**src/sv/co2f_pkg.sv**
```systemverilog
// Shared types and constants for the CO2 threshold averaging fan controller.
`timescale 1ns / 1ps
`default_nettype none

package co2f_pkg;

	// Field and state widths.
	localparam int SampleW = 16;
	localparam int SumW    = 26;
	localparam int CountW  = 10;
	localparam int DelayW  = 16;
	localparam int IndexW  = 2;

	// Most samples that one judging period sums.
	localparam int MaxSamples = 600;

	// Divider step counter width.
	localparam int StepW = $clog2(SumW);

	// Register reset values.
	localparam logic [SampleW-1:0] ThresholdReset = SampleW'(800);
	localparam logic [DelayW-1:0]  OnDelayReset   = DelayW'(180);
	localparam logic [DelayW-1:0]  OffDelayReset  = DelayW'(120);

	// Configuration register indexes.
	localparam logic [IndexW-1:0] REG_THRESHOLD = 2'd0;
	localparam logic [IndexW-1:0] REG_ON_DELAY  = 2'd1;
	localparam logic [IndexW-1:0] REG_OFF_DELAY = 2'd2;

	// Item kinds.
	localparam logic OP_SAMPLE = 1'b0;
	localparam logic OP_TICK   = 1'b1;

	// Controller mode, encoded as reported on mode_now.
	typedef enum logic [1:0] {
		MODE_IDLE    = 2'd0,
		MODE_ACTIVE  = 2'd1,
		MODE_JUDGING = 2'd2
	} mode_t;

	// Sequencer states.
	typedef enum logic [1:0] {
		SEQ_READY,
		SEQ_DIVIDE,
		SEQ_RESULT
	} seq_t;

endpackage

`default_nettype wire

```
**src/sv/co2f_div.sv**
```systemverilog
// Restoring serial divider: one quotient bit per cycle for the sample average.
`timescale 1ns / 1ps
`default_nettype none

module co2f_div
	import co2f_pkg::*;
(
	input  wire logic              clk,
	input  wire logic              arst_n,
	input  wire logic              start,
	input  wire logic [SumW-1:0]   dividend,
	input  wire logic [CountW-1:0] divisor,
	output logic                   done,
	output logic [SumW-1:0]        quotient
);

	logic [CountW-1:0] rem_q;
	logic [SumW-1:0]   quo_q;
	logic [CountW-1:0] div_q;
	logic [StepW-1:0]  step_q;
	logic              busy_q;
	logic              done_q;

	logic [CountW:0] shifted;
	logic [CountW:0] diff;
	logic            fits;

	// Trial subtraction of the divisor from the shifted partial remainder.
	always_comb begin
		shifted = {rem_q, quo_q[SumW-1]};
		diff    = shifted - {1'b0, div_q};
		fits    = shifted >= {1'b0, div_q};
	end

	// Step control.
	always_ff @(posedge clk or negedge arst_n) begin
		if (!arst_n) begin
			busy_q <= 1'b0;
			done_q <= 1'b0;
			step_q <= '0;
		end else if (start) begin
			busy_q <= 1'b1;
			done_q <= 1'b0;
			step_q <= '0;
		end else if (busy_q) begin
			step_q <= step_q + 1'b1;
			if (step_q == StepW'(SumW - 1)) begin
				busy_q <= 1'b0;
				done_q <= 1'b1;
			end
		end else begin
			done_q <= 1'b0;
		end
	end

	// Remainder and quotient shift registers.
	always_ff @(posedge clk) begin
		if (start) begin
			rem_q <= '0;
			quo_q <= dividend;
			div_q <= divisor;
		end else if (busy_q) begin
			rem_q <= fits ? diff[CountW-1:0] : shifted[CountW-1:0];
			quo_q <= {quo_q[SumW-2:0], fits};
		end
	end

	assign done     = done_q;
	assign quotient = quo_q;

endmodule

`default_nettype wire

```
**src/sv/co2_threshold_averaging_fan_control.sv**
```systemverilog
// Top level of the CO2 threshold averaging fan controller with its sequencer.
//
// Channel  Direction  Handshake              Payload
// input    in         in_valid / in_stall    operation, co2_sample
// result   out        out_valid / out_stall  fan_on, mode_now, decided, average_level
// config   in         cfg_we                 cfg_index, cfg_data
//
// A sample, a tick that does not end judging, and a decision over zero samples
// show their result in the cycle after acceptance. A tick that ends judging over
// collected samples runs the serial divider, one quotient bit per cycle for 26
// bits, and shows its result when the divider reports done. The block takes one item
// at a time: in_stall stays high from acceptance until the result is taken, and a
// stalled result holds. Reset brings idle mode, fan off and default registers.
`timescale 1ns / 1ps
`default_nettype none

module co2_threshold_averaging_fan_control
	import co2f_pkg::*;
(
	input  wire logic               clk,
	input  wire logic               arst_n,
	input  wire logic               in_valid,
	output logic                    in_stall,
	input  wire logic               operation,
	input  wire logic [SampleW-1:0] co2_sample,
	output logic                    out_valid,
	input  wire logic               out_stall,
	output logic                    fan_on,
	output logic [1:0]              mode_now,
	output logic                    decided,
	output logic [SampleW-1:0]      average_level,
	input  wire logic               cfg_we,
	input  wire logic [IndexW-1:0]  cfg_index,
	input  wire logic [SampleW-1:0] cfg_data
);

	seq_t              seq_q, seq_d;
	mode_t             mode_q, mode_d;
	logic [DelayW-1:0] delay_q, delay_d;
	logic [SumW-1:0]   sum_q, sum_d;
	logic [CountW-1:0] count_q, count_d;
	logic              fan_q, fan_d;
	logic              decided_q, decided_d;
	logic [SampleW-1:0] avg_q, avg_d;

	logic [SampleW-1:0] threshold_q;
	logic [DelayW-1:0]  on_delay_q;
	logic [DelayW-1:0]  off_delay_q;

	logic              accept;
	logic              div_start;
	logic              div_done;
	logic [SumW-1:0]   div_quo;
	logic [SampleW-1:0] div_avg;
	mode_t             eff_mode;

	assign accept = in_valid && !in_stall;

	// Configuration registers; an index beyond the list is ignored.
	always_ff @(posedge clk or negedge arst_n) begin
		if (!arst_n) begin
			threshold_q <= ThresholdReset;
			on_delay_q  <= OnDelayReset;
			off_delay_q <= OffDelayReset;
		end else if (cfg_we) begin
			unique case (cfg_index)
				REG_THRESHOLD: threshold_q <= cfg_data;
				REG_ON_DELAY:  on_delay_q  <= cfg_data;
				REG_OFF_DELAY: off_delay_q <= cfg_data;
				default: ;
			endcase
		end
	end

	// Serial divider for the judging average.
	co2f_div u_div (
		.clk      (clk),
		.arst_n   (arst_n),
		.start    (div_start),
		.dividend (sum_q),
		.divisor  (count_q),
		.done     (div_done),
		.quotient (div_quo)
	);

	// Saturate the quotient to the sample width.
	assign div_avg = (|div_quo[SumW-1:SampleW]) ? '1 : div_quo[SampleW-1:0];

	// Sequencer next state and controller state updates.
	always_comb begin
		seq_d     = seq_q;
		mode_d    = mode_q;
		delay_d   = delay_q;
		sum_d     = sum_q;
		count_d   = count_q;
		fan_d     = fan_q;
		decided_d = decided_q;
		avg_d     = avg_q;
		div_start = 1'b0;
		eff_mode  = mode_q;

		unique case (seq_q)
			SEQ_READY: begin
				if (accept) begin
					seq_d     = SEQ_RESULT;
					decided_d = 1'b0;
					avg_d     = '0;
					if (operation == OP_SAMPLE) begin
						// A crossing sample opens a judging period.
						if (mode_q == MODE_IDLE && co2_sample > threshold_q) begin
							eff_mode = MODE_JUDGING;
							delay_d  = on_delay_q;
						end else if (mode_q == MODE_ACTIVE && co2_sample < threshold_q) begin
							eff_mode = MODE_JUDGING;
							delay_d  = off_delay_q;
						end
						mode_d = eff_mode;
						if (eff_mode == MODE_JUDGING && count_q < CountW'(MaxSamples)) begin
							sum_d   = sum_q + SumW'(co2_sample);
							count_d = count_q + 1'b1;
						end
					end else if (mode_q == MODE_JUDGING) begin
						if (delay_q <= DelayW'(1)) begin
							decided_d = 1'b1;
							if (count_q == '0) begin
								// An empty period averages to zero, which turns the fan off.
								mode_d  = MODE_IDLE;
								fan_d   = 1'b0;
								sum_d   = '0;
								count_d = '0;
								delay_d = '0;
							end else begin
								div_start = 1'b1;
								seq_d     = SEQ_DIVIDE;
							end
						end else begin
							delay_d = delay_q - 1'b1;
						end
					end
				end
			end
			SEQ_DIVIDE: begin
				if (div_done) begin
					avg_d = div_avg;
					if (div_avg > threshold_q) begin
						mode_d = MODE_ACTIVE;
						fan_d  = 1'b1;
					end else begin
						mode_d = MODE_IDLE;
						fan_d  = 1'b0;
					end
					sum_d   = '0;
					count_d = '0;
					delay_d = '0;
					seq_d   = SEQ_RESULT;
				end
			end
			SEQ_RESULT: begin
				if (!out_stall) begin
					seq_d = SEQ_READY;
				end
			end
			default: seq_d = SEQ_READY;
		endcase
	end

	// Sequencer and controller state registers.
	always_ff @(posedge clk or negedge arst_n) begin
		if (!arst_n) begin
			seq_q   <= SEQ_READY;
			mode_q  <= MODE_IDLE;
			delay_q <= '0;
			sum_q   <= '0;
			count_q <= '0;
			fan_q   <= 1'b0;
		end else begin
			seq_q   <= seq_d;
			mode_q  <= mode_d;
			delay_q <= delay_d;
			sum_q   <= sum_d;
			count_q <= count_d;
			fan_q   <= fan_d;
		end
	end

	// Result payload registers.
	always_ff @(posedge clk) begin
		decided_q <= decided_d;
		avg_q     <= avg_d;
	end

	assign in_stall      = (seq_q != SEQ_READY);
	assign out_valid     = (seq_q == SEQ_RESULT);
	assign fan_on        = fan_q;
	assign mode_now      = mode_q;
	assign decided       = decided_q;
	assign average_level = avg_q;

	// A pending result keeps the input side closed.
	assert property (@(posedge clk) disable iff (!arst_n) out_valid |-> in_stall)
		else $error("input accepted while a result is pending");

	// A decision always leaves judging.
	assert property (@(posedge clk) disable iff (!arst_n)
		(out_valid && decided) |-> (mode_now != MODE_JUDGING))
		else $error("decision left the controller judging");

	// Outside judging the fan follows the mode.
	assert property (@(posedge clk) disable iff (!arst_n)
		(mode_q == MODE_ACTIVE) |-> fan_q)
		else $error("active mode with fan off");

	assert property (@(posedge clk) disable iff (!arst_n)
		(mode_q == MODE_IDLE) |-> !fan_q)
		else $error("idle mode with fan on");

	// The sample count never passes the cap.
	assert property (@(posedge clk) disable iff (!arst_n)
		count_q <= CountW'(MaxSamples))
		else $error("sample count above cap");

endmodule

`default_nettype wire

```
**config.mk**
```make
export PLATFORM = sky130hd
export DESIGN_NAME = co2_threshold_averaging_fan_control
export DESIGN_NICKNAME = d
export VERILOG_FILES = /design/src/sv/co2f_pkg.sv /design/src/sv/co2f_div.sv /design/src/sv/co2_threshold_averaging_fan_control.sv
export SDC_FILE = /design/constraint.sdc
export NUM_CORES = 1
export LEC_CHECK = 0
export BUFFER_PORTS_ARGS = -buffer_cell sky130_fd_sc_hd__clkbuf_2
export CORE_MARGIN = 2
export CORE_UTILIZATION = 60
export DETAILED_ROUTE_END_ITERATION = 16
export PLACE_DENSITY = 0.89
export SKIP_LAST_GASP = 1
export SLEW_MARGIN = 20
export SYNTH_ARGS = -nofsm -noshare
export SYNTH_HDL_FRONTEND = slang
export SYNTH_SLANG_ARGS = --single-unit
```
**constraint.sdc**
```tcl
create_clock -name clk -period 8.4 [get_ports clk]
set_clock_uncertainty 0.1 [all_clocks]
set_input_delay 1.68 -clock clk [delete_from_list [all_inputs] [get_ports clk]]
set_output_delay 1.68 -clock clk [all_outputs]
set_load 0.05 [all_outputs]
```
Word-level counts from Yosys, hierarchy flattened
Index checks and enable logic that the tools add are counted. Widths: inputs -> output; s select.

$add $sub $neg: 5. Multiply operators: 0. Divide/modulo/power cells: 0. $lt $le $gt $ge: 6. Eq/ne operators: 22. Shifts and indexed selects: 0. Mux-type cells: 76. Bitwise operators: 0. Reductions and logical operators: 24.

Operators by type and width (number): $mux 26 (9); $mux 16 (11); $mux 10 (8); $pmux 16 s2 (2); $pmux 26 s2 (1); $mux 2 (18); $gt 16x16->1 (2); $add 26x16->26 (1); $mux 1 (21); $pmux 10 s2 (1); $le 16x1->1 const B (1); $lt 16x16->1 (1); $sub 16x1->16 const B (1); $ne 3x3->1 const B (5); $reduce_and 7->1 (2); $ne 2x2->1 const B (6); $reduce_and 6->1 (2); $ge 11x10->1 (1); $add 10x1->10 const B (1); $logic_not 10->1 (1); $lt 10x10->1 const B (1); $mux 5 (2); $reduce_and 2->1 (5); $reduce_or 10->1 (1); other kinds (15) (29).

Bits in registers: 175. Bits in latches: 0. Bits in writable memories: 0. Bits in read-only memories: 0. Input port bits: 40. Word-level logic and storage cells: 150. Memories kept: 0.

Longest topological paths before layout
Depth in word-level cells: 13. Depth in mapped cells: 13. Gate-level depth less buffers: 12.

Cells and area by module
From an unflattened synthesis, not the netlist that was laid out.

Cell total of the unflattened synthesis: 922. Area total of the unflattened synthesis: 9824.4 µm².

By module, submodules not included: co2_threshold_averaging_fan_control (times used 1, cells each 704, area each 7179.4 µm², seq. area each 3151.8 µm²); co2f_div (times used 1, cells each 218, area each 2645.0 µm², seq. area each 1456.4 µm²).

Worst setup path before layout
Ideal clock, no wire load.

Path kind: input -> register. From: in co2_sample[0]. To: reg sum_q[18]. Setup time: 0.141 ns. Arrival time: 3.889 ns. Slack: 4.271 ns. Cell stages on the path: 9. Path buffers: 0. Cell sequence: ha_1 -> fa_1 -> a211oi_1 -> o21ai_0 -> nand4_1 -> a31oi_1 -> a311oi_1 -> or3_4 -> o311ai_2.

Longest elaborated chain between the ends: 11. Elaborated cells on any way between the ends: 18. Classes of those cells: add/sub (1); order compare (2); eq/ne (2); mux (9); reduce/logical (4).

Ends and longest elaborated chain: from (decl) (line co2_threshold_averaging_fan_control.sv:25) `input wire logic [SampleW-1:0] co2_sample,`; $lt 16x16->1 (line co2_threshold_averaging_fan_control.sv:113) `end else if (mode_q == MODE_ACTIVE && co2_sample < threshold_q) begin`; $logic_and 1x1->1 (line co2_threshold_averaging_fan_control.sv:113); $mux 2 (line co2_threshold_averaging_fan_control.sv:113); $mux 2 (line co2_threshold_averaging_fan_control.sv:110) `if (mode_q == MODE_IDLE && co2_sample > threshold_q) begin`; $mux 2 (line co2_threshold_averaging_fan_control.sv:108) `if (operation == OP_SAMPLE) begin`; $mux 2 (line co2_threshold_averaging_fan_control.sv:104) `if (accept) begin`; $mux 2 (line co2_threshold_averaging_fan_control.sv:102) `unique case (seq_q)`; $eq 2x2->1 (line co2_threshold_averaging_fan_control.sv:118) `if (eff_mode == MODE_JUDGING && count_q < CountW'(MaxSamples)) begin`; $logic_and 1x1->1 (line co2_threshold_averaging_fan_control.sv:118); $ne 3x3->1 (no line); $reduce_and 7->1 (no line); to (signal assigned) (line co2_threshold_averaging_fan_control.sv:180) `sum_q <= sum_d;`; to (decl) (line co2_threshold_averaging_fan_control.sv:40) `logic [SumW-1:0] sum_q, sum_d;`.

Parallel ways exist; a longest one is shown, timed or not. The select of a mux whose other input is x is not followed. A chain may end at the register's enable or synchronous reset.

Final worst setup path
From: in co2_sample[9]. To: reg count_q[7].

Longest elaborated chain between the ends: 11. Elaborated cells on any way between the ends: 13. Classes of those cells: order compare (2); eq/ne (2); mux (5); reduce/logical (4).

Ends and longest elaborated chain: $lt 16x16->1 (line co2_threshold_averaging_fan_control.sv:113); $logic_and 1x1->1 (line co2_threshold_averaging_fan_control.sv:113); $mux 2 (line co2_threshold_averaging_fan_control.sv:113); $mux 2 (*) (line co2_threshold_averaging_fan_control.sv:110); $mux 2 (*) (line co2_threshold_averaging_fan_control.sv:108); $mux 2 (*) (line co2_threshold_averaging_fan_control.sv:104); $mux 2 (*) (line co2_threshold_averaging_fan_control.sv:102); $eq 2x2->1 (*) (line co2_threshold_averaging_fan_control.sv:118); $logic_and 1x1->1 (*) (line co2_threshold_averaging_fan_control.sv:118); $ne 3x3->1 (no line) (*); $reduce_and 7->1 (no line) (*); to (signal assigned) (line co2_threshold_averaging_fan_control.sv:181) `count_q <= count_d;`; to (decl) (line co2_threshold_averaging_fan_control.sv:41) `logic [CountW-1:0] count_q, count_d;`.

Mark *: on every way between the ends. The rest lies on a longest branch, timed or not. The select of a mux whose other input is x is not followed.

==> flow_summary.ini <==
[floorplan]
start_util_pct = 61.8
die_x_um = 132
num_rows = 46
ios = 62
die-area_um2 = 17500
coreArea_um2 = 15900
fp.dieH_um = 132

[min_path]
hold_depth = 2
hold_path_class = reg -> reg

[cells_and_area]
final_cell_mix = nand2_1, dfrtp_1, o21ai_0
final_cell_count_no_fill = 1269
final_common_cell = nand2_1
final_area_um2 = 10900
finalNetCount = 1146
fillers = 1170
n_antenna_cell = 0
area_delta_synth_final_pct = 10.8
drive_gt1_share_pct = 17.5

[clock_tree]
cts.sinks = 175
cts.clk_slew.worst_paths_ns = 0.07
cts_tree = yes
postCtsSetupBuffers = 0
htreeDepth = 4
cts-root-buf = clkbuf_16
max-clock-path-buffers = 2
cts_buffers = 17
cts_resized = 0
clk-insertion-delay-late_ns = 0.44
ctsHoldBuffers = 0

[timing]
slew_violations = 0
finalSetupViolCount = 0
worst_pin_slew_ns = 1.13
relSlewSlack_pct = 24.5
layout_setup_ws_ns = 3.89
finalSetupTns_ns = 0
fin_crit_ns = 4.51
rsz0062_at_grt = false
hold_viol_final = 0
max_freq_mhz = 222
fin_crit_sh_pct = 53.7

[grt]
grt_pass1_wl_um = 40300
grt_max_degree = 64
grt_usage_pct = 29.3
antenna_found_initial = 0
grt_pass1_vias = 7794
grt_overflow = 0

[power_and_ir_drop]
power_frac_seq_pct = 41.3
ir_worst_vdd_v = 0.000197
netSwitchingFraction_pct = 38.0
clkPwrFrac_pct = 23.5
switchingPower_w = 0.00126
power.leakage_nw = 4.82
p_int_w = 0.00205
powerDensity_nw_per_um2 = 303
pwr-share-comb_pct = 35.2

[setup_path]
critical_path_arrival_ns = 4.71
end_kind = register
cp_max_fo = 56
required_ns = 8.60
worstSetupStartpointType = input pin
path_class = in -> reg
r2r_cells = 11

[placed_design]
place_area_um2 = 10300
hpwlAfterDp_um = 17100
routabilityCongestion = 0.935
port_buffers = 61
dpl.cell_count = 1237
dp_slack_ns = 3.54

[detailed_routing]
drtIter0Drc = 762
dr.pass1.iters = 5
vias_per_cell = 6.28
wl_per_cell_um = 19.5
drcViolationCount = 0
wl_um = 24700
vias = 7973
ant_nets = 0

[logic_synthesis]
synthArstFlopShare_pct = 64.0
syn_area_um2 = 9850
synth_edf_count = 53
syn_nets = 1098
synth_cell_types = 72
synth.avg_cell_area_um2 = 9.93
ys_warn_count = 0
synth_top_flop_cell = dfrtp_1
ys_ff_latch = 175
synth_cells = 992
ys_seq_area_share_pct = 46.8

[job]
maxCapViolations = 0

[run_status]
status = finished, final reports clean
[metrics by stage]
step                      hold WS [ns]  util (%)  total power, W
final                            0.396      68.5         0.00331
after global routing             0.417      68.5         0.00351
after CTS                        0.395      68.4         0.00330
after detailed placement         0.366      64.8         0.00250
after global placement           0.360      64.8         0.00245
after floorplan                  0.347         -         0.00220
[cell type report]
cell class,instances,area (µm²),area share (%)
flip-flops and latches,175,4610,42.2
well taps,216,270,2.48
inverters,44,165,1.51
clock inverters,11,92.6,0.848
clock buffers,21,483,4.43
repair buffers,69,368,3.37
multi-input cells,733,4930,45.1
[worst max-delay path: stages]
cell and delay [ns]:
clkbuf_2 0.10, ha_1 0.31, a21oi_1 0.16, o21ai_0 0.20, a21oi_1 0.28, or3b_1 0.45
a211o_1 0.31, o211ai_4 0.16, buf_4 0.46, or2_1 0.41, o21ai_0 0.17
[Yosys cell counts (10+ instances only)]
library cell	n	area share, %
and2_1	22	1.4
nand2b_1	13	0.83
mux2i_1	21	2.1
clkbuf_1	33	1.3
nor2_1	55	2.1
mux2_2	37	4.2
nand4_1	13	0.83
edfxtp_1	53	16
inv_1	44	1.7
o21ai_0	83	4.2
o31ai_1	17	1.3
dfrtp_1	101	26
or2_2	19	1.2
nand3_1	15	0.76
a21oi_1	51	2.6
a21o_1	10	0.76
and3_1	11	0.70
nand2_1	146	5.6
xnor2_1	14	1.2
nor3_1	14	0.71
ha_1	64	8.1
dfstp_2	11	2.9
dfxtp_1	10	2.0
[path summary, 6_finish.rpt]
kind / startpoint / endpoint / slack [ns]
setup / recovery: co2_sample[9] / count_q[7]$_DFFE_PN0P_ / 3.89
hold / removal: u_div.rem_q[9]$_SDFFE_PP0P_ / u_div.rem_q[9]$_SDFFE_PP0P_ / 0.40
setup reg to reg: threshold_q[9]$_DFFE_PN1P_ / count_q[7]$_DFFE_PN0P_ / 4.63
hold reg to reg: u_div.rem_q[9]$_SDFFE_PP0P_ / u_div.rem_q[9]$_SDFFE_PP0P_ / 0.40
max in group asynchronous: arst_n / off_delay_q[7]$_DFFE_PN0P_ / 5.76
min in group asynchronous: arst_n / sum_q[11]$_DFFE_PN0P_ / 1.16
[per-layer routing]
| metal | GRT usage (%) | vias to the layer above | wire [µm] |
|---|---|---|---|
| met5 | 0 | - | 0 |
| met4 | 13.3 | 0 | 852 |
| met3 | 5.31 | 68 | 1700 |
| met2 | 47.9 | 399 | 12000 |
| met1 | 38.3 | 3839 | 10200 |
| li1 | - | 3667 | - |
[sequential cells by signal (all words and copies together), names as in the netlist]
name and flops:
off_delay_q 16, average_level 16, fan_on 1, u_div.step_q 5, sum_q 26, mode_now 2
delay_q 16, u_div.done 1, threshold_q 16, u_div.busy_q 1, u_div.rem_q 10, u_div.quotient 26
seq_q 2, on_delay_q 16, u_div.div_q 10, count_q 10, decided 1
[power by group through the flow]
stage               Clock (W)  Sequential [W]  Combinational [W]
finish               0.000778         0.00137            0.00116
global route         0.000815         0.00140            0.00130
CTS                  0.000785         0.00136            0.00115
detailed placement          0         0.00137            0.00114
global placement            0         0.00136            0.00109
floorplan                   0         0.00132           0.000885
[kinds of logic (layout without fill, tap and decap cells)]
family | after synthesis | count (layout) | share of synthesized area (%)
xor+xnor | 22 | 22 | 1.96
buf+inv | 84 | 145 | 3.35
flops | 175 | 175 | 46.8
compound gates | 237 | 237 | 15.6
mux | 58 | 58 | 6.36
simple gates | 350 | 350 | 17.4
fa+ha+maj | 66 | 66 | 8.54
(Power assumes the default switching activity.)
